--- config.mk ---
export PLATFORM = sky130hd
export DESIGN_NAME = lex_combination_generator_unit
export DESIGN_NICKNAME = d
export VERILOG_FILES = /design/src/lcg_pkg.sv /design/src/lcg_ctrl.sv /design/src/lcg_dpath.sv /design/src/lex_combination_generator_unit.sv
export SDC_FILE = /design/constraint.sdc
export NUM_CORES = 1
export LEC_CHECK = 0
export BUFFER_PORTS_ARGS = -buffer_cell sky130_fd_sc_hd__buf_2
export CAP_MARGIN = 20
export CORE_ASPECT_RATIO = 0.75
export CORE_UTILIZATION = 40
export DETAILED_ROUTE_END_ITERATION = 10
export GPL_ROUTABILITY_DRIVEN = 0
export MAX_ROUTING_LAYER = met4
export PLACE_DENSITY = 0.65
export SLEW_MARGIN = 5
export SYNTH_ARGS = -nofsm -noshare
export SYNTH_HDL_FRONTEND = slang
export SYNTH_HIERARCHICAL = 1
export SYNTH_SLANG_ARGS = --single-unit
--- constraint.sdc ---
create_clock -name aclk -period 6.8 [get_ports aclk]
set_input_delay 1.7 -clock aclk [delete_from_list [all_inputs] [get_ports aclk]]
set_output_delay 1.7 -clock aclk [all_outputs]
set_load 0.01 [all_outputs]
--- src/lcg_pkg.sv ---
// ----------------------------------------------------------------------------
// lcg_pkg
// types and constants shared by the combination generator modules
// ----------------------------------------------------------------------------
package lcg_pkg;

    localparam int CMD_W      = 2;
    localparam int EIDX_W     = 5;
    localparam int VALUE_BITS = 16;
    localparam int SLOT_W     = 5;
    localparam int CFG_W      = 6;
    localparam int CFG_IDX_W  = 1;

    // input command codes
    typedef enum logic [CMD_W-1:0] {
        OP_LOAD    = 2'd0,
        OP_RESTART = 2'd1,
        OP_NEXT    = 2'd2
    } lcg_op_t;

    // configuration register indexes
    typedef enum logic [CFG_IDX_W-1:0] {
        CFG_SET_SIZE   = 1'b0,
        CFG_PICK_COUNT = 1'b1
    } lcg_cfg_t;

    typedef enum logic [2:0] {
        ST_IDLE,
        ST_SCAN,
        ST_FETCH,
        ST_EMIT,
        ST_EXH
    } lcg_state_t;

    typedef struct packed {
        logic [CMD_W-1:0]      command;
        logic [EIDX_W-1:0]     element_index;
        logic [VALUE_BITS-1:0] element_value;
    } in_item_t;

    typedef struct packed {
        logic                  status;
        logic [SLOT_W-1:0]     slot;
        logic [VALUE_BITS-1:0] value;
        logic                  last_of_run;
        logic                  final_combination;
    } out_item_t;

    // controller to datapath
    typedef struct packed {
        logic do_load;
        logic do_restart;
        logic start_scan;
        logic scan_step;
        logic emit_fetch;
        logic emit_out;
        logic exh_out;
    } lcg_cmd_t;

    // datapath to controller
    typedef struct packed {
        logic out_free;
        logic exhausted;
        logic at_end;
    } lcg_sts_t;

endpackage

--- src/lcg_ctrl.sv ---
// ----------------------------------------------------------------------------
// lcg_ctrl
// sequencer: scan pass over the indices, then fetch and emit per element
// ----------------------------------------------------------------------------
module lcg_ctrl
    import lcg_pkg::*;
(
    input  logic             aclk,
    input  logic             aresetn,
    input  logic             s_valid,
    input  logic [CMD_W-1:0] s_command,
    output logic             s_ready,
    input  lcg_sts_t         sts,
    output lcg_cmd_t         cmd
);

    lcg_state_t state_reg, state_next;

    always_ff @(posedge aclk) begin
        if (!aresetn) begin
            state_reg <= ST_IDLE;
        end else begin
            state_reg <= state_next;
        end
    end

    always_comb begin
        state_next = state_reg;
        unique case (state_reg)
            ST_IDLE: begin
                if (s_valid && s_command == OP_NEXT) begin
                    state_next = sts.exhausted ? ST_EXH : ST_SCAN;
                end
            end
            ST_SCAN: begin
                if (sts.at_end) begin
                    state_next = ST_FETCH;
                end
            end
            ST_FETCH: state_next = ST_EMIT;
            ST_EMIT: begin
                if (sts.out_free) begin
                    state_next = sts.at_end ? ST_IDLE : ST_FETCH;
                end
            end
            ST_EXH: begin
                if (sts.out_free) begin
                    state_next = ST_IDLE;
                end
            end
            default: state_next = ST_IDLE;
        endcase
    end

    always_comb begin
        s_ready = 1'b0;
        cmd     = '0;
        unique case (state_reg)
            ST_IDLE: begin
                s_ready = 1'b1;
                if (s_valid) begin
                    unique case (s_command)
                        OP_LOAD:    cmd.do_load    = 1'b1;
                        OP_RESTART: cmd.do_restart = 1'b1;
                        OP_NEXT:    cmd.start_scan = !sts.exhausted;
                        default:    cmd = '0;
                    endcase
                end
            end
            ST_SCAN:  cmd.scan_step  = 1'b1;
            ST_FETCH: cmd.emit_fetch = 1'b1;
            ST_EMIT:  cmd.emit_out   = sts.out_free;
            ST_EXH:   cmd.exh_out    = sts.out_free;
            default:  cmd = '0;
        endcase
    end

endmodule

--- src/lcg_dpath.sv ---
// ----------------------------------------------------------------------------
// lcg_dpath
// index and element memories, scan logic, successor update, result register
// ----------------------------------------------------------------------------
module lcg_dpath
    import lcg_pkg::*;
#(
    parameter int MAX_ELEMENTS = 32,
    parameter int MAX_PICK     = 32
) (
    input  logic             aclk,
    input  logic             aresetn,
    input  in_item_t         s_data,
    input  logic [CFG_W-1:0] set_size,
    input  logic [CFG_W-1:0] pick_count,
    input  lcg_cmd_t         cmd,
    output lcg_sts_t         sts,
    output logic             m_valid,
    input  logic             m_ready,
    output out_item_t        m_data
);

    localparam int IMAX = (MAX_ELEMENTS > MAX_PICK) ? MAX_ELEMENTS : MAX_PICK;
    localparam int IW   = $clog2(IMAX + 1);
    localparam int PW   = (MAX_PICK > 1) ? $clog2(MAX_PICK) : 1;
    localparam int EW   = $clog2(MAX_ELEMENTS);
    localparam int CW   = (IW + 1 > CFG_W + 1) ? IW + 1 : CFG_W + 1;

    // memories
    logic [VALUE_BITS-1:0] tbl_mem [MAX_ELEMENTS];
    logic [IW-1:0]         idx_mem [MAX_PICK];
    logic [MAX_PICK-1:0]   idx_vld_reg;

    logic [IW-1:0]         idx_rd_reg;
    logic                  idx_rd_vld_reg;
    logic [PW-1:0]         idx_rd_addr_reg;
    logic [VALUE_BITS-1:0] tbl_rd_reg;
    logic                  tbl_ok_reg;

    logic [PW-1:0]         pos_reg;
    logic                  found_reg;
    logic                  ge_reg;
    logic                  final_reg;
    logic [IW-1:0]         run_reg;
    logic                  exhausted_reg;
    logic                  m_valid_reg;
    out_item_t             m_data_reg;

    // effective n, m and the limit n - m + 1
    logic [CW-1:0] n_raw, m_raw, m_tmp, n_eff, m_eff, lim, m_last, addr_w;

    always_comb begin
        n_raw = CW'(set_size);
        m_raw = CW'(pick_count);
        n_eff = (n_raw == '0) ? CW'(1) : n_raw;
        if (n_eff > CW'(MAX_ELEMENTS)) begin
            n_eff = CW'(MAX_ELEMENTS);
        end
        m_tmp = (m_raw == '0) ? CW'(1) : m_raw;
        if (m_tmp > CW'(MAX_PICK)) begin
            m_tmp = CW'(MAX_PICK);
        end
        m_eff  = (m_tmp > n_eff) ? n_eff : m_tmp;
        lim    = n_eff - m_eff + CW'(1);
        m_last = m_eff - CW'(1);
        addr_w = CW'(idx_rd_addr_reg);
    end

    // index read data; an entry not yet written holds its restart value
    logic [IW-1:0]  idx_val;
    logic           at_end, hit, ge, tbl_ok, upd;
    logic [IW-1:0]  new_val;
    logic [EW-1:0]  tbl_addr;

    always_comb begin
        idx_val  = idx_rd_vld_reg ? idx_rd_reg : (IW'(idx_rd_addr_reg) + IW'(1));
        at_end   = (addr_w == m_last);
        hit      = CW'(idx_val) < (lim + addr_w);
        ge       = CW'(idx_val) >= lim;
        tbl_ok   = (idx_val != '0) && (CW'(idx_val) <= CW'(MAX_ELEMENTS));
        tbl_addr = tbl_ok ? EW'(idx_val - IW'(1)) : '0;
        upd      = !final_reg && (idx_rd_addr_reg >= pos_reg);
        new_val  = (idx_rd_addr_reg == pos_reg) ? (idx_val + IW'(1)) : (run_reg + IW'(1));
    end

    // read issue for the index memory
    logic          rd_en;
    logic [PW-1:0] rd_addr;

    always_comb begin
        rd_en   = 1'b0;
        rd_addr = idx_rd_addr_reg + PW'(1);
        if (cmd.start_scan) begin
            rd_en   = 1'b1;
            rd_addr = '0;
        end else if (cmd.scan_step) begin
            rd_en = 1'b1;
            if (at_end) begin
                rd_addr = '0;
            end
        end else if (cmd.emit_out && !at_end) begin
            rd_en = 1'b1;
        end
    end

    always_ff @(posedge aclk) begin
        if (rd_en) begin
            idx_rd_reg      <= idx_mem[rd_addr];
            idx_rd_vld_reg  <= idx_vld_reg[rd_addr];
            idx_rd_addr_reg <= rd_addr;
        end
    end

    always_ff @(posedge aclk) begin
        if (cmd.emit_fetch && upd) begin
            idx_mem[idx_rd_addr_reg] <= new_val;
        end
    end

    always_ff @(posedge aclk) begin
        if (!aresetn || cmd.do_restart) begin
            idx_vld_reg <= '0;
        end else if (cmd.emit_fetch && upd) begin
            idx_vld_reg[idx_rd_addr_reg] <= 1'b1;
        end
    end

    // element table
    always_ff @(posedge aclk) begin
        if (cmd.do_load && (CW'(s_data.element_index) < CW'(MAX_ELEMENTS))) begin
            tbl_mem[EW'(s_data.element_index)] <= s_data.element_value;
        end
    end

    always_ff @(posedge aclk) begin
        if (cmd.emit_fetch) begin
            tbl_rd_reg <= tbl_mem[tbl_addr];
            tbl_ok_reg <= tbl_ok;
            if (upd) begin
                run_reg <= new_val;
            end
        end
    end

    // scan pass: rightmost index that can still advance, final flag
    always_ff @(posedge aclk) begin
        if (cmd.start_scan) begin
            found_reg <= 1'b0;
        end else if (cmd.scan_step) begin
            if (hit) begin
                pos_reg   <= idx_rd_addr_reg;
                found_reg <= 1'b1;
            end
            if (addr_w == '0) begin
                ge_reg <= ge;
            end
            if (at_end) begin
                final_reg <= ((addr_w == '0) ? ge : ge_reg) || !(found_reg || hit);
            end
        end
    end

    always_ff @(posedge aclk) begin
        if (!aresetn || cmd.do_restart) begin
            exhausted_reg <= 1'b0;
        end else if (cmd.emit_out && at_end && final_reg) begin
            exhausted_reg <= 1'b1;
        end
    end

    // result register
    always_ff @(posedge aclk) begin
        if (!aresetn) begin
            m_valid_reg <= 1'b0;
        end else if (cmd.emit_out || cmd.exh_out) begin
            m_valid_reg <= 1'b1;
        end else if (m_ready) begin
            m_valid_reg <= 1'b0;
        end
    end

    always_ff @(posedge aclk) begin
        if (cmd.emit_out) begin
            m_data_reg.status            <= 1'b0;
            m_data_reg.slot              <= SLOT_W'(idx_rd_addr_reg);
            m_data_reg.value             <= tbl_ok_reg ? tbl_rd_reg : '0;
            m_data_reg.last_of_run       <= at_end;
            m_data_reg.final_combination <= final_reg;
        end else if (cmd.exh_out) begin
            m_data_reg.status            <= 1'b1;
            m_data_reg.slot              <= '0;
            m_data_reg.value             <= '0;
            m_data_reg.last_of_run       <= 1'b0;
            m_data_reg.final_combination <= 1'b0;
        end
    end

    assign m_valid       = m_valid_reg;
    assign m_data        = m_data_reg;
    assign sts.out_free  = !m_valid_reg || m_ready;
    assign sts.exhausted = exhausted_reg;
    assign sts.at_end    = at_end;

endmodule

--- src/lex_combination_generator_unit.sv ---
// ----------------------------------------------------------------------------
// lex_combination_generator_unit
// lexicographic k-combination generator with a mapped element table
// ----------------------------------------------------------------------------
// Walks every pick_count-element subset of positions 1..set_size in
// lexicographic order. A load beat writes one slot of the element table, a
// restart beat rewinds the enumeration to positions 1..m, and a next beat
// returns the m table values of the current combination as m result beats
// (slot 0 first, last_of_run on the final one, final_combination on every
// beat of the last subset) and then steps to the successor. Once the last
// combination has gone out, each next beat gets a single result with status
// set until a restart. Loads, restarts and unused codes give no result. A next
// beat first makes one pass over the m stored indices to find the rightmost
// one that can still advance, then each element needs an index read and a
// table read through the single-port memories before its result register is
// loaded. The result register lets the next input beat be taken while the
// last result still waits. Configuration is only to be written while no next
// beat is in progress.
module lex_combination_generator_unit
    import lcg_pkg::*;
#(
    parameter int MAX_ELEMENTS = 32,
    parameter int MAX_PICK     = 32
) (
    input  logic                 aclk,
    input  logic                 aresetn,
    // input beats
    input  logic                 s_valid,
    output logic                 s_ready,
    input  in_item_t             s_data,
    // result beats
    output logic                 m_valid,
    input  logic                 m_ready,
    output out_item_t            m_data,
    // configuration writes
    input  logic                 cfg_valid,
    output logic                 cfg_ready,
    input  logic [CFG_IDX_W-1:0] cfg_index,
    input  logic [CFG_W-1:0]     cfg_data
);

    // configuration registers, both reset to one
    logic [CFG_W-1:0] set_size_reg, set_size_next;
    logic [CFG_W-1:0] pick_count_reg, pick_count_next;

    lcg_cmd_t cmd;
    lcg_sts_t sts;

    // writes are always taken
    assign cfg_ready = 1'b1;

    always_comb begin
        set_size_next   = set_size_reg;
        pick_count_next = pick_count_reg;
        if (cfg_valid) begin
            unique case (cfg_index)
                CFG_SET_SIZE:   set_size_next   = cfg_data;
                CFG_PICK_COUNT: pick_count_next = cfg_data;
                default: begin
                    set_size_next   = set_size_reg;
                    pick_count_next = pick_count_reg;
                end
            endcase
        end
    end

    always_ff @(posedge aclk) begin
        if (!aresetn) begin
            set_size_reg   <= CFG_W'(1);
            pick_count_reg <= CFG_W'(1);
        end else begin
            set_size_reg   <= set_size_next;
            pick_count_reg <= pick_count_next;
        end
    end

    // sequencer: decides which datapath action runs each cycle
    lcg_ctrl u_ctrl (
        .aclk      (aclk),
        .aresetn   (aresetn),
        .s_valid   (s_valid),
        .s_command (s_data.command),
        .s_ready   (s_ready),
        .sts       (sts),
        .cmd       (cmd)
    );

    // memories, scan and successor logic, result register
    lcg_dpath #(
        .MAX_ELEMENTS (MAX_ELEMENTS),
        .MAX_PICK     (MAX_PICK)
    ) u_dpath (
        .aclk       (aclk),
        .aresetn    (aresetn),
        .s_data     (s_data),
        .set_size   (set_size_reg),
        .pick_count (pick_count_reg),
        .cmd        (cmd),
        .sts        (sts),
        .m_valid    (m_valid),
        .m_ready    (m_ready),
        .m_data     (m_data)
    );

endmodule
# Word-level counts from Yosys, hierarchy flattened
# Memories as Yosys holds them, arrays and structs flattened. A register that Yosys moved wholly into a read port is not among the register bits.
# Cells that the tools add are included.
dict set report totals {
  rom_bits 0
  latchBits 0
  inputBits 35
  register_bits 94
  mem_bits_rw 704
  n_memories 2
  output_inout_bits 27
}
dict set report classes {
  mul 0
  muxes 45
  add_sub_neg 9
  n_bitwise 3
  n_div 0
  shifts 0
  eq_ne 12
  order_cmp 10
  reduce_logical 35
}
# name depth width rd rd_clocked_by_memory_dff wr line
set memory_table {}
lappend memory_table {u_dpath.tbl_mem 32 16 1 1 1 lcg_dpath.sv:30} ;# logic [VALUE_BITS-1:0] tbl_mem [MAX_ELEMENTS];
lappend memory_table {u_dpath.idx_mem 32 6 1 1 1 lcg_dpath.sv:31} ;# logic [IW-1:0] idx_mem [MAX_PICK];
# cell n
set ops {}
lappend ops {{$mux 23} 2}
lappend ops {{$or 32x32->32} 1}
lappend ops {{$mux 7} 4}
lappend ops {{$mux 6} 4}
lappend ops {{$mux 5} 4}
lappend ops {{$mux 3} 6}
lappend ops {{$mux 1} 16}
lappend ops {{$mux 16} 1}
lappend ops {{$pmux 3 s5} 1}
lappend ops {{$gt 7x6->1 const B} 2}
lappend ops {{$add 6x1->6 const B} 2}
lappend ops {{$logic_not 6->1} 2}
lappend ops {{$lt 5x6->1 const B} 2}
lappend ops {{$reduce_and 2->1} 5}
lappend ops {{$logic_and 1x1->1} 8}
lappend ops {{$ne 2x1->1 const B} 4}
lappend ops {{$pmux 1 s2} 4}
lappend ops {{$add 7x1->7 const B} 1}
lappend ops {{$add 7x5->7} 1}
lappend ops {{$eq 5x7->1} 1}
lappend ops {{$ge 6x7->1} 1}
lappend ops {{$gt 7x7->1} 1}
lappend ops {{$logic_not 7->1} 1}
lappend ops {{$lt 6x7->1} 1}
lappend ops {{26 further kinds} 39}

# Logic depth before layout (Yosys ltp)
# Gate-level depths: netlist (run 1).
dict set report logic_depth {
  depth_word 13
  mapped_depth 25
}

# Cells and area by module
# The synthesis (run 1) kept the hierarchy.
# mod area_each_um2 cells_each n_inst
set by_module_without_submodules {}
lappend by_module_without_submodules {lcg_dpath 33220.6 2476 1}
lappend by_module_without_submodules {lex_combination_generator_unit 500.5 52 1}
lappend by_module_without_submodules {lcg_ctrl 290.3 34 1}

# Worst setup path before layout (run 1)
# Ideal clock, no wire load.
dict set report synth_path {
  kind {register to register}
  from {register pick_count_reg[1]}
  to {register u_dpath.pos_reg[0] (enable)}
  period_less_slack_ns 5.009
  arrival_ns 4.670
  required_time_ns 6.461
  setup_slack_ns 1.791
  n_path_buf 2
  path_stages_with_launch 24
  path_cell_list {dfxtp_1 -> nor4_1 -> o21bai_1 -> ha_1 -> and3_1 -> clkbuf_1 -> and2_4 -> buf_6 -> a21oi_4 -> mux2i_1 -> ha_1 -> inv_1 -> ha_1 -> fa_1 -> ha_1 -> a21o_1 -> a21oi_1 -> xor2_1 -> ha_1 -> o21ai_0 -> nand2b_1 -> a21oi_1 -> nor2_1 -> nor2_1}
}
dict set report synth_between {
  elab_chain_len 11
}
# item line
set synth_lines {}
lappend synth_lines {{start: declaration} lex_combination_generator_unit.sv:44} ;# logic [CFG_W-1:0] pick_count_reg, pick_count_next;
lappend synth_lines {{start signal: assignment} lex_combination_generator_unit.sv:73} ;# pick_count_reg <= pick_count_next;
lappend synth_lines {{$logic_not 6->1} lcg_dpath.sv:59} ;# m_tmp = (m_raw == '0) ? CW'(1) : m_raw;
lappend synth_lines {{$mux 6 *} lcg_dpath.sv:59}
lappend synth_lines {{$gt 7x6->1} lcg_dpath.sv:60} ;# if (m_tmp > CW'(MAX_PICK)) begin
lappend synth_lines {{$mux 7 *} lcg_dpath.sv:60}
lappend synth_lines {{$gt 7x7->1} lcg_dpath.sv:63} ;# m_eff = (m_tmp > n_eff) ? n_eff : m_tmp;
lappend synth_lines {{$mux 7 *} lcg_dpath.sv:63}
lappend synth_lines {{$sub 7x7->7 *} lcg_dpath.sv:64} ;# lim = n_eff - m_eff + CW'(1);
lappend synth_lines {{$add 7x1->7 *} lcg_dpath.sv:64}
lappend synth_lines {{$add 7x5->7 *} lcg_dpath.sv:78} ;# hit = CW'(idx_val) < (lim + addr_w);
lappend synth_lines {{$lt 6x7->1 *} lcg_dpath.sv:78}
lappend synth_lines {{$reduce_and 3->1 (no line) *} n/a}
lappend synth_lines {{end signal: assignment} lcg_dpath.sv:151} ;# pos_reg <= idx_rd_addr_reg;
lappend synth_lines {{end: declaration} lcg_dpath.sv:40} ;# logic [PW-1:0] pos_reg;
# Every way passes the cells marked *; elsewhere a longest branch is shown, timed or not.
# A chain may end at the register's enable or synchronous reset.

# Final worst setup path (run 1)
dict set report layout_path {
  from {register pick_count_reg[5]}
  to {register u_dpath.idx_rd_reg[3], read port of u_dpath.idx_mem (data pin)}
}
dict set report layout_between {
  elab_chain_len 13
  elab_cells_between_ends 16
}
# item line
set layout_lines {}
lappend layout_lines {{$logic_not 6->1} lcg_dpath.sv:59}
lappend layout_lines {{$mux 6 *} lcg_dpath.sv:59}
lappend layout_lines {{$gt 7x6->1} lcg_dpath.sv:60}
lappend layout_lines {{$mux 7 *} lcg_dpath.sv:60}
lappend layout_lines {{$gt 7x7->1} lcg_dpath.sv:63}
lappend layout_lines {{$mux 7 *} lcg_dpath.sv:63}
lappend layout_lines {{$sub 7x1->7 *} lcg_dpath.sv:65} ;# m_last = m_eff - CW'(1);
lappend layout_lines {{$eq 5x7->1 *} lcg_dpath.sv:77} ;# at_end = (addr_w == m_last);
lappend layout_lines {{$logic_not 1->1} lcg_dpath.sv:101} ;# end else if (cmd.emit_out && !at_end) begin
lappend layout_lines {{$logic_and 1x1->1} lcg_dpath.sv:101}
lappend layout_lines {{$mux 1} lcg_dpath.sv:101}
lappend layout_lines {{$mux 1} lcg_dpath.sv:96} ;# end else if (cmd.scan_step) begin
lappend layout_lines {{$mux 1} lcg_dpath.sv:93} ;# if (cmd.start_scan) begin
lappend layout_lines {{end: declaration} lcg_dpath.sv:34} ;# logic [IW-1:0] idx_rd_reg;
# Marked as above.

==> flow_summary.html, run 1 <==
<table>
<tr><th>Metric</th><th>Value</th></tr>
<tr><th colspan="2">Run status</th></tr>
<tr><td>Run status</td><td>finished, final reports clean</td></tr>
<tr><th colspan="2">Synthesis</th></tr>
<tr><td>Primary FF master, synth</td><td>sky130_fd_sc_hd__edfxtp_1</td></tr>
<tr><td>YS warnings</td><td>6</td></tr>
<tr><td>Number of enable flip-flop cells after synthesis</td><td>769</td></tr>
<tr><td>Top-count cell post-synth</td><td>sky130_fd_sc_hd__edfxtp_1</td></tr>
<tr><td>Dominant cell type by area after synthesis</td><td>sky130_fd_sc_hd__edfxtp_1</td></tr>
<tr><td>Average cell area after synthesis</td><td>13.3 um2</td></tr>
<tr><td>FF+latch count, synth</td><td>820</td></tr>
<tr><td>Synthesized netlist net count</td><td>2645</td></tr>
<tr><td>Library cells used by synthesis</td><td>86</td></tr>
<tr><td>Register area share after synthesis</td><td>70.9%</td></tr>
<tr><td>Top cell type's share of synthesized area</td><td>67.9%</td></tr>
<tr><td>Post-synthesis async set-or-reset flop share</td><td>0%</td></tr>
<tr><td>Cells taking the most area after synthesis</td><td>sky130_fd_sc_hd__edfxtp_1 68%, sky130_fd_sc_hd__nand2_1 3.5%, sky130_fd_sc_hd__nor2_1 3.3%</td></tr>
<tr><td>Most frequent cells after synthesis</td><td>769 x sky130_fd_sc_hd__edfxtp_1, 313 x sky130_fd_sc_hd__nand2_1, 299 x sky130_fd_sc_hd__nor2_1</td></tr>
<tr><td>Post-Synthesis Cell Area</td><td>34000 um2</td></tr>
<tr><td>Count of mapped cells out of synthesis</td><td>2562</td></tr>
<tr><th colspan="2">Place</th></tr>
<tr><td>Post-detailed-placement half-perimeter wirelength</td><td>60.1 mm</td></tr>
<tr><td>Instance area after placement</td><td>35800 um2</td></tr>
<tr><td>Buffers on Ports</td><td>60</td></tr>
<tr><th colspan="2">STA</th></tr>
<tr><td>Slew Viols, Final</td><td>0</td></tr>
<tr><td>Worst slew pin tran</td><td>1280 ps</td></tr>
<tr><td>Worst hold-check slack</td><td>473 ps</td></tr>
<tr><td>Clock Skews</td><td>31.1 ps</td></tr>
<tr><td>Post-route clock period utilization</td><td>90.5%</td></tr>
<tr><td>RSZ-0062 raised after global routing</td><td>false</td></tr>
<tr><td>Crit path time final</td><td>6150 ps</td></tr>
<tr><td>Final count of hold timing violations</td><td>0</td></tr>
<tr><td>Accumulated negative setup slack</td><td>0 ps</td></tr>
<tr><td>Count of final setup violators</td><td>0</td></tr>
<tr><td>Worst-case headroom to the max-slew limit</td><td>13.6%</td></tr>
<tr><td>Achievable Freq</td><td>162 MHz</td></tr>
<tr><th colspan="2">Global route</th></tr>
<tr><td>Global-route met3 utilization</td><td>4.91%</td></tr>
<tr><td>Via count of the first global-routing pass</td><td>21525</td></tr>
<tr><td>Met2 global-route usage</td><td>31.3%</td></tr>
<tr><td>Residual overflow from global routing</td><td>0</td></tr>
<tr><td>Met1 Resource Use GR</td><td>32.8%</td></tr>
<tr><td>Global-route wire length before repair</td><td>140 mm</td></tr>
<tr><td>Layer with the highest usage after global routing</td><td>met1</td></tr>
<tr><td>Number of antenna violations at the first check in global routing</td><td>7</td></tr>
<tr><td>Overall global routing resource usage</td><td>22.4%</td></tr>
<tr><td>Maximum number of pins on one net before global-route repair</td><td>82</td></tr>
<tr><th colspan="2">Clock tree</th></tr>
<tr><td># H-tree levels</td><td>3</td></tr>
<tr><td>Clock tree from TritonCTS</td><td>done</td></tr>
<tr><td>Clk_lat worst skew</td><td>660 ps</td></tr>
<tr><td>Setup fix buffers added after clock tree synthesis</td><td>0</td></tr>
<tr><td>Largest buffer count on any clock path</td><td>3</td></tr>
<tr><td>Root cell of the clock tree</td><td>sky130_fd_sc_hd__clkbuf_16</td></tr>
<tr><td>Number of buffers inserted by hold repair at cts</td><td>0</td></tr>
<tr><td>Resized cells post-CTS</td><td>0</td></tr>
<tr><td>Clock tree sinks</td><td>820</td></tr>
<tr><td>Clock-pin slew reported for the worst setup and hold paths after clock tree synthesis</td><td>60 ps</td></tr>
<tr><td>Clock buffers created by TritonCTS</td><td>83</td></tr>
<tr><th colspan="2">Pwr</th></tr>
<tr><td>Total power after layout</td><td>19.9 mW</td></tr>
<tr><td>Sequential Power Share</td><td>30.3%</td></tr>
<tr><td>Net Sw Frac</td><td>43.4%</td></tr>
<tr><td>PD cells</td><td>515 nW/um2</td></tr>
<tr><td>Largest vdd supply drop</td><td>0.000388 V</td></tr>
<tr><td>Switching power</td><td>8.62 mW</td></tr>
<tr><td>Leakage power summed over all cells</td><td>13.0 nW</td></tr>
<tr><td>Internal power</td><td>11.3 mW</td></tr>
<tr><td>Part of the power in the clock network</td><td>23.5%</td></tr>
<tr><td>Combinational fraction of design power</td><td>46.2%</td></tr>
<tr><th colspan="2">Floorplanning</th></tr>
<tr><td>I/O pin count</td><td>62</td></tr>
<tr><td>Die Area</td><td>86200 um2</td></tr>
<tr><td>Die Y-Extent</td><td>255 um</td></tr>
<tr><td>Placeable core region</td><td>84100 um2</td></tr>
<tr><td>Width of the die</td><td>339 um</td></tr>
<tr><td>Number of rows created at floorplan</td><td>92</td></tr>
<tr><td>Starting Density</td><td>40.4%</td></tr>
<tr><th colspan="2">Worst setup path</th></tr>
<tr><td>Critical path required time</td><td>7320 ps</td></tr>
<tr><td>Type of the worst setup path</td><td>reg2reg</td></tr>
<tr><td>Data arrival, critical path</td><td>6670 ps</td></tr>
<tr><td>Startpoint Class</td><td>flop</td></tr>
<tr><td>Critical path peak fanout</td><td>31</td></tr>
<tr><td>Kind of capture point of the worst setup path</td><td>flop</td></tr>
<tr><th colspan="2">Min path</th></tr>
<tr><td>Class of the tightest hold or removal check</td><td>reg2reg</td></tr>
<tr><th colspan="2">Drt</th></tr>
<tr><td>Routed length per instance</td><td>24.8 um</td></tr>
<tr><td>DR vias</td><td>22591</td></tr>
<tr><td>Total wirelength of the detailed-routed design</td><td>94.8 mm</td></tr>
<tr><td>Detailed-route DRC error count</td><td>0</td></tr>
<tr><td>Initial DRC count</td><td>3312</td></tr>
<tr><td>Routed via count divided by cell count</td><td>5.90</td></tr>
<tr><td>Post-route antenna net violation count</td><td>0</td></tr>
<tr><td>First-pass detailed-route iteration total</td><td>6</td></tr>
<tr><th colspan="2">Run</th></tr>
<tr><td>Max-cap violation count</td><td>0</td></tr>
<tr><th colspan="2">Cells and area</th></tr>
<tr><td>Final std cell area, no fill</td><td>38600 um2</td></tr>
<tr><td>Max FFs per register</td><td>512</td></tr>
<tr><td>Final layout net count</td><td>2711</td></tr>
<tr><td>Area growth syn-to-layout</td><td>13.5%</td></tr>
<tr><td>Share of layout cells above drive strength 1</td><td>12.3%</td></tr>
</table>
## logic make-up after synthesis
family | Yosys count | synth area share (%)
XOR/XNOR | 31 | 0.820
adder cells (fa/ha/maj) | 48 | 1.81
buffers and inverters | 206 | 2.59
flip-flops | 820 | 70.9
AND/OR/NAND/NOR | 955 | 12.8
multiplexers | 47 | 1.43
other | 1 | 0.0110
AO/OA/AOI/OAI | 454 | 9.65
## power by group through the flow
stage	clock, mW	combinational [mW]	sequential (mW)
2_1_floorplan	0	5.58	6.06
3_3_place_gp	0	8.73	6.13
3_5_place_dp	0	8.92	6.13
4_1_cts	4.71	8.96	6.03
5_1_grt	4.89	9.79	6.03
6_report	4.66	9.19	6.03
## final cells by class
| cell class | instances | area (um2) |
|---|---|---|
| fillers | 7317 | 45500 |
| flip-flops and latches | 820 | 24100 |
| multi-input cells | 1536 | 9140 |
| clock buffers | 99 | 2190 |
| well taps | 1128 | 1410 |
| repair buffers | 141 | 1000 |
| clock inverters | 55 | 583 |
| inverters | 46 | 175 |
| diodes | 3 | 7.51 |
## per-stage QoR
| stage | utilization (%) | std cells | worst slack, ps |
|---|---|---|---|
| 2_1_floorplan | - | 2562 | 1790 |
| 3_3_place_gp | 42.5 | 3663 | 953 |
| 3_5_place_dp | 42.5 | 3668 | 862 |
| 4_1_cts | 45.8 | 3822 | 844 |
| 5_1_grt | 45.9 | 3827 | 390 |
| 6_report | 45.9 | 3828 | 645 |
## worst paths after layout
kind / slack (ps) / endpoint / depth (start not counted) / from
setup / recovery: 650 / u_dpath/idx_rd_reg[3]$_DFFE_PP_ / 19 / pick_count_reg[5]$_SDFFE_PN0P_
hold / removal: 470 / u_dpath/idx_vld_reg[2]$_SDFFE_PP0P_ / 2 / u_dpath/idx_vld_reg[2]$_SDFFE_PP0P_
setup reg to reg: 650 / u_dpath/idx_rd_reg[3]$_DFFE_PP_ / 19 / pick_count_reg[5]$_SDFFE_PN0P_
hold reg to reg: 470 / u_dpath/idx_vld_reg[2]$_SDFFE_PP0P_ / 2 / u_dpath/idx_vld_reg[2]$_SDFFE_PP0P_
## worst max-delay path, cell delays in order, from the launching register on
cell,delay (ps)
sky130_fd_sc_hd__dfxtp_1,580
sky130_fd_sc_hd__nand2b_1,230
sky130_fd_sc_hd__inv_1,100
sky130_fd_sc_hd__ha_1,300
sky130_fd_sc_hd__and3_1,340
sky130_fd_sc_hd__o21ai_2,180
sky130_fd_sc_hd__a21oi_4,400
sky130_fd_sc_hd__o22ai_2,170
sky130_fd_sc_hd__inv_1,120
sky130_fd_sc_hd__ha_1,290
sky130_fd_sc_hd__or3b_1,380
sky130_fd_sc_hd__o22ai_1,200
sky130_fd_sc_hd__mux2_2,220
sky130_fd_sc_hd__nand3_2,180
sky130_fd_sc_hd__o211ai_4,880
sky130_fd_sc_hd__buf_4,390
sky130_fd_sc_hd__nor2_1,50
sky130_fd_sc_hd__or3_1,340
sky130_fd_sc_hd__o221ai_1,400
sky130_fd_sc_hd__and3_1,230
## placed cells by master, fill, tap and decap left out, types with 24 or more instances in the layout
| cell type | instances |
|---|---|
| sky130_fd_sc_hd__or3_1 | 32 |
| sky130_fd_sc_hd__o22ai_1 | 47 |
| sky130_fd_sc_hd__nor3_1 | 67 |
| sky130_fd_sc_hd__inv_1 | 45 |
| sky130_fd_sc_hd__a21oi_1 | 39 |
| sky130_fd_sc_hd__buf_4 | 73 |
| sky130_fd_sc_hd__ha_1 | 46 |
| sky130_fd_sc_hd__o311ai_0 | 31 |
| sky130_fd_sc_hd__nor2_1 | 291 |
| sky130_fd_sc_hd__nor2b_1 | 24 |
| sky130_fd_sc_hd__dfxtp_1 | 51 |
| sky130_fd_sc_hd__o21ai_0 | 89 |
| sky130_fd_sc_hd__edfxtp_1 | 769 |
| sky130_fd_sc_hd__a31oi_1 | 34 |
| sky130_fd_sc_hd__o211ai_1 | 31 |
| sky130_fd_sc_hd__nand4_1 | 33 |
| sky130_fd_sc_hd__nand2_1 | 312 |
| sky130_fd_sc_hd__and3_1 | 43 |
| sky130_fd_sc_hd__o221ai_1 | 51 |
| sky130_fd_sc_hd__clkbuf_16 | 83 |
| sky130_fd_sc_hd__nand3_1 | 77 |
| sky130_fd_sc_hd__buf_2 | 60 |
| sky130_fd_sc_hd__mux2i_1 | 43 |
## metal layers
layer | up-vias | routed length [um]
li1 | 9834 | -
met5 | - | 0
met2 | 1361 | 40400
met4 | 0 | 2100
met3 | 155 | 11100
met1 | 11241 | 41200
(Power assumes the default switching activity.)
==> run 2: changes to the inputs <==
- clock period: 6.8 -> 7.82 ns (I/O delays scaled with it)
==> run 2 against run 1 <==
Against the previous run:
- die area did not move
- routed wire length is 1.6% lower
- sequential share of layout area grew 0.24 points
- first-iteration DRC count fell by 3.2%
- sequential power decreased by 13%
- hold slack worse by 3.9 ps
- combinational power decreased by 13%
- largest cell class unchanged
- global-route usage down 0.35 points
- clock skew is 18 ps higher
==> flow_summary.html, run 2 (synthesized netlist as in run 1, its figures left out) <==
<table>
<tr><th>Metric</th><th>Value</th></tr>
<tr><th colspan="2">STA</th></tr>
<tr><td>Count of final setup violators</td><td>0 (unchanged)</td></tr>
<tr><td>Post-route clock period utilization</td><td>75.5% (-15 points)</td></tr>
<tr><td>Slew Viols, Final</td><td>0 (unchanged)</td></tr>
<tr><td>Final count of hold timing violations</td><td>0 (unchanged)</td></tr>
<tr><td>Crit path time final</td><td>5910 ps (-249 ps)</td></tr>
<tr><td>Clock Skews</td><td>49.4 ps (+18.3 ps)</td></tr>
<tr><td>Worst slew pin tran</td><td>1100 ps (-175 ps)</td></tr>
<tr><td>Accumulated negative setup slack</td><td>0 ps (unchanged)</td></tr>
<tr><td>Achievable Freq</td><td>169 MHz (+4.2%)</td></tr>
<tr><td>Worst-case headroom to the max-slew limit</td><td>25.4% (+12 points)</td></tr>
<tr><td>RSZ-0062 raised after global routing</td><td>false</td></tr>
<tr><th colspan="2">Floorplanning</th></tr>
<tr><td>Starting Density</td><td>40.4% (unchanged)</td></tr>
<tr><td>Width of the die</td><td>339 um (unchanged)</td></tr>
<tr><td>Number of rows created at floorplan</td><td>92 (unchanged)</td></tr>
<tr><td>Die Area</td><td>86200 um2 (unchanged)</td></tr>
<tr><td>Placeable core region</td><td>84100 um2 (unchanged)</td></tr>
<tr><td>I/O pin count</td><td>62 (unchanged)</td></tr>
<tr><td>Die Y-Extent</td><td>255 um (unchanged)</td></tr>
<tr><th colspan="2">Clock tree</th></tr>
<tr><td>Clock tree from TritonCTS</td><td>done</td></tr>
<tr><td># H-tree levels</td><td>3 (unchanged)</td></tr>
<tr><td>Clock buffers created by TritonCTS</td><td>81 (-2.4%)</td></tr>
<tr><td>Clock tree sinks</td><td>820 (unchanged)</td></tr>
<tr><td>Number of buffers inserted by hold repair at cts</td><td>0 (unchanged)</td></tr>
<tr><td>Resized cells post-CTS</td><td>0 (unchanged)</td></tr>
<tr><td>Setup fix buffers added after clock tree synthesis</td><td>0 (unchanged)</td></tr>
<tr><td>Clk_lat worst skew</td><td>660 ps (about the same)</td></tr>
<tr><td>Root cell of the clock tree</td><td>sky130_fd_sc_hd__clkbuf_16</td></tr>
<tr><td>Largest buffer count on any clock path</td><td>3 (unchanged)</td></tr>
<tr><td>Clock-pin slew reported for the worst setup and hold paths after clock tree synthesis</td><td>70 ps (about the same)</td></tr>
<tr><th colspan="2">Drt</th></tr>
<tr><td>Initial DRC count</td><td>3205 (-3.2%)</td></tr>
<tr><td>DR vias</td><td>22476 (-0.51%)</td></tr>
<tr><td>Routed via count divided by cell count</td><td>5.88 (-0.30%)</td></tr>
<tr><td>Detailed-route DRC error count</td><td>0 (unchanged)</td></tr>
<tr><td>Total wirelength of the detailed-routed design</td><td>93.2 mm (-1.6%)</td></tr>
<tr><td>First-pass detailed-route iteration total</td><td>8 (+2)</td></tr>
<tr><td>Post-route antenna net violation count</td><td>0 (unchanged)</td></tr>
<tr><td>Routed length per instance</td><td>24.4 um (-1.4%)</td></tr>
<tr><th colspan="2">Global route</th></tr>
<tr><td>Residual overflow from global routing</td><td>0 (unchanged)</td></tr>
<tr><td>Overall global routing resource usage</td><td>22.0% (-0.35 points)</td></tr>
<tr><td>Via count of the first global-routing pass</td><td>20980 (-2.5%)</td></tr>
<tr><td>Number of antenna violations at the first check in global routing</td><td>5 (-2)</td></tr>
<tr><td>Maximum number of pins on one net before global-route repair</td><td>104 (+27%)</td></tr>
<tr><td>Global-route wire length before repair</td><td>138 mm (-1.6%)</td></tr>
<tr><th colspan="2">Pwr</th></tr>
<tr><td>PD cells</td><td>446 nW/um2 (-13%)</td></tr>
<tr><td>Largest vdd supply drop</td><td>0.000297 V (-24%)</td></tr>
<tr><td>Leakage power summed over all cells</td><td>13.0 nW (-0.52%)</td></tr>
<tr><td>Total power after layout</td><td>17.1 mW (-14%)</td></tr>
<tr><th colspan="2">Worst setup path</th></tr>
<tr><td>Type of the worst setup path</td><td>reg2reg</td></tr>
<tr><td>Cell with the largest stage delay on the worst path</td><td>sky130_fd_sc_hd__nand2_1</td></tr>
<tr><td>Slowest Stage Delay on Critical Path</td><td>610 ps (-270 ps)</td></tr>
<tr><td>Critical path required time</td><td>8290 ps (+970 ps)</td></tr>
<tr><td>Critical path peak fanout</td><td>26 (-16%)</td></tr>
<tr><td>Data arrival, critical path</td><td>6380 ps (-290 ps)</td></tr>
<tr><td>Ordered list of cells on the worst path</td><td>nand2b_1 -&gt; inv_1 -&gt; ha_1 -&gt; and3_1 -&gt; o21ai_2 -&gt; a21oi_4 -&gt; o22ai_2 -&gt; inv_1 -&gt; ha_1 -&gt; o21ai_0 -&gt; o31ai_1 -&gt; nor3_1 -&gt; mux2_2 -&gt; and3_1 -&gt; nand2_4 -&gt; nand2_1 -&gt; or3_1 -&gt; a32o_1 -&gt; a221oi_2</td></tr>
<tr><td>Kind of capture point of the worst setup path</td><td>flop</td></tr>
<tr><td>Startpoint Class</td><td>flop</td></tr>
<tr><th colspan="2">Cells and area</th></tr>
<tr><td>Leading cell type in the layout, fill and taps excluded</td><td>sky130_fd_sc_hd__edfxtp_1</td></tr>
<tr><td>Area growth syn-to-layout</td><td>13.1%</td></tr>
<tr><td>Max FFs per register</td><td>512 (unchanged)</td></tr>
<tr><td>Share of layout cells above drive strength 1</td><td>12.0% (-0.29 points)</td></tr>
<tr><td>Most frequent cells in the layout</td><td>769 x sky130_fd_sc_hd__edfxtp_1, 312 x sky130_fd_sc_hd__nand2_1, 289 x sky130_fd_sc_hd__nor2_1</td></tr>
<tr><td>Final layout net count</td><td>2703 (-0.30%)</td></tr>
<tr><th colspan="2">Place</th></tr>
<tr><td>Post-detailed-placement half-perimeter wirelength</td><td>58.6 mm (-2.5%)</td></tr>
<tr><td>Buffers on Ports</td><td>60 (unchanged)</td></tr>
<tr><th colspan="2">Min path</th></tr>
<tr><td>Class of the tightest hold or removal check</td><td>reg2reg</td></tr>
<tr><th colspan="2">Run</th></tr>
<tr><td>Max-cap violation count</td><td>0 (unchanged)</td></tr>
<tr><th colspan="2">Run status</th></tr>
<tr><td>Run status</td><td>finished, final reports clean</td></tr>
</table>
## run 2: power by group
group	leakage [nW]	total, mW	switching (mW)	internal, mW
clock network	1.31	3.91	1.69	2.22
logic	4.27	7.96	5.66	2.30
registers	7.37	5.27	0.127	5.15
## run 2: stage by stage
stage	cells	setup WS (ps)	util (%)	hold slack, ps	instance area, um2
floorplan	2562	2810	-	432	34000
global placement	3658	2300	42.4	442	35700
detailed placement	3660	2070	42.4	456	35700
CTS	3811	2050	45.6	472	38400
global route	3817	1480	45.7	501	38500
finish	3820	1910	45.7	469	38500
## run 2: final cells by class
class,count,area [um2]
diodes,4,10.0
clock buffers,102,2160
clock inverters,49,517
fillers,7282,45700
inverters,46,175
multi-input cells,1536,9140
flip-flops and latches,820,24100
well taps,1128,1410
repair buffers,135,942
## run 2: layer usage
layer	global-route usage, %	vias to the layer above	part of all wire [%]
met1	32.4	11244	43
met5	-	-	0
met4	5.51	0	2.1
met3	4.66	150	11
li1	-	9820	-
met2	31.0	1262	43
## run 2: path summary, 6_finish.rpt
path                                         from                         endpoint  slack [ps]  cells past startpoint
setup reg to reg   pick_count_reg[5]$_SDFFE_PN0P_  u_dpath/idx_rd_reg[4]$_DFFE_PP_        1910                     19
setup / recovery   pick_count_reg[5]$_SDFFE_PN0P_  u_dpath/idx_rd_reg[4]$_DFFE_PP_        1910                     19
hold reg to reg   u_dpath/m_data[23]$_SDFFE_PP0P_  u_dpath/m_data[23]$_SDFFE_PP0P_         470                      2
hold / removal    u_dpath/m_data[23]$_SDFFE_PP0P_  u_dpath/m_data[23]$_SDFFE_PP0P_         470                      2
## run 2: worst max-delay path: cells and delay by family, from the launching register on
family                   cells  cell delay, ps
AO/OA/AOI/OAI                7            1850
adder cells (fa/ha/maj)      2             560
flip-flops                   1             520
multiplexers                 1             300
buffers and inverters        2             210
AND/OR/NAND/NOR              7            2280
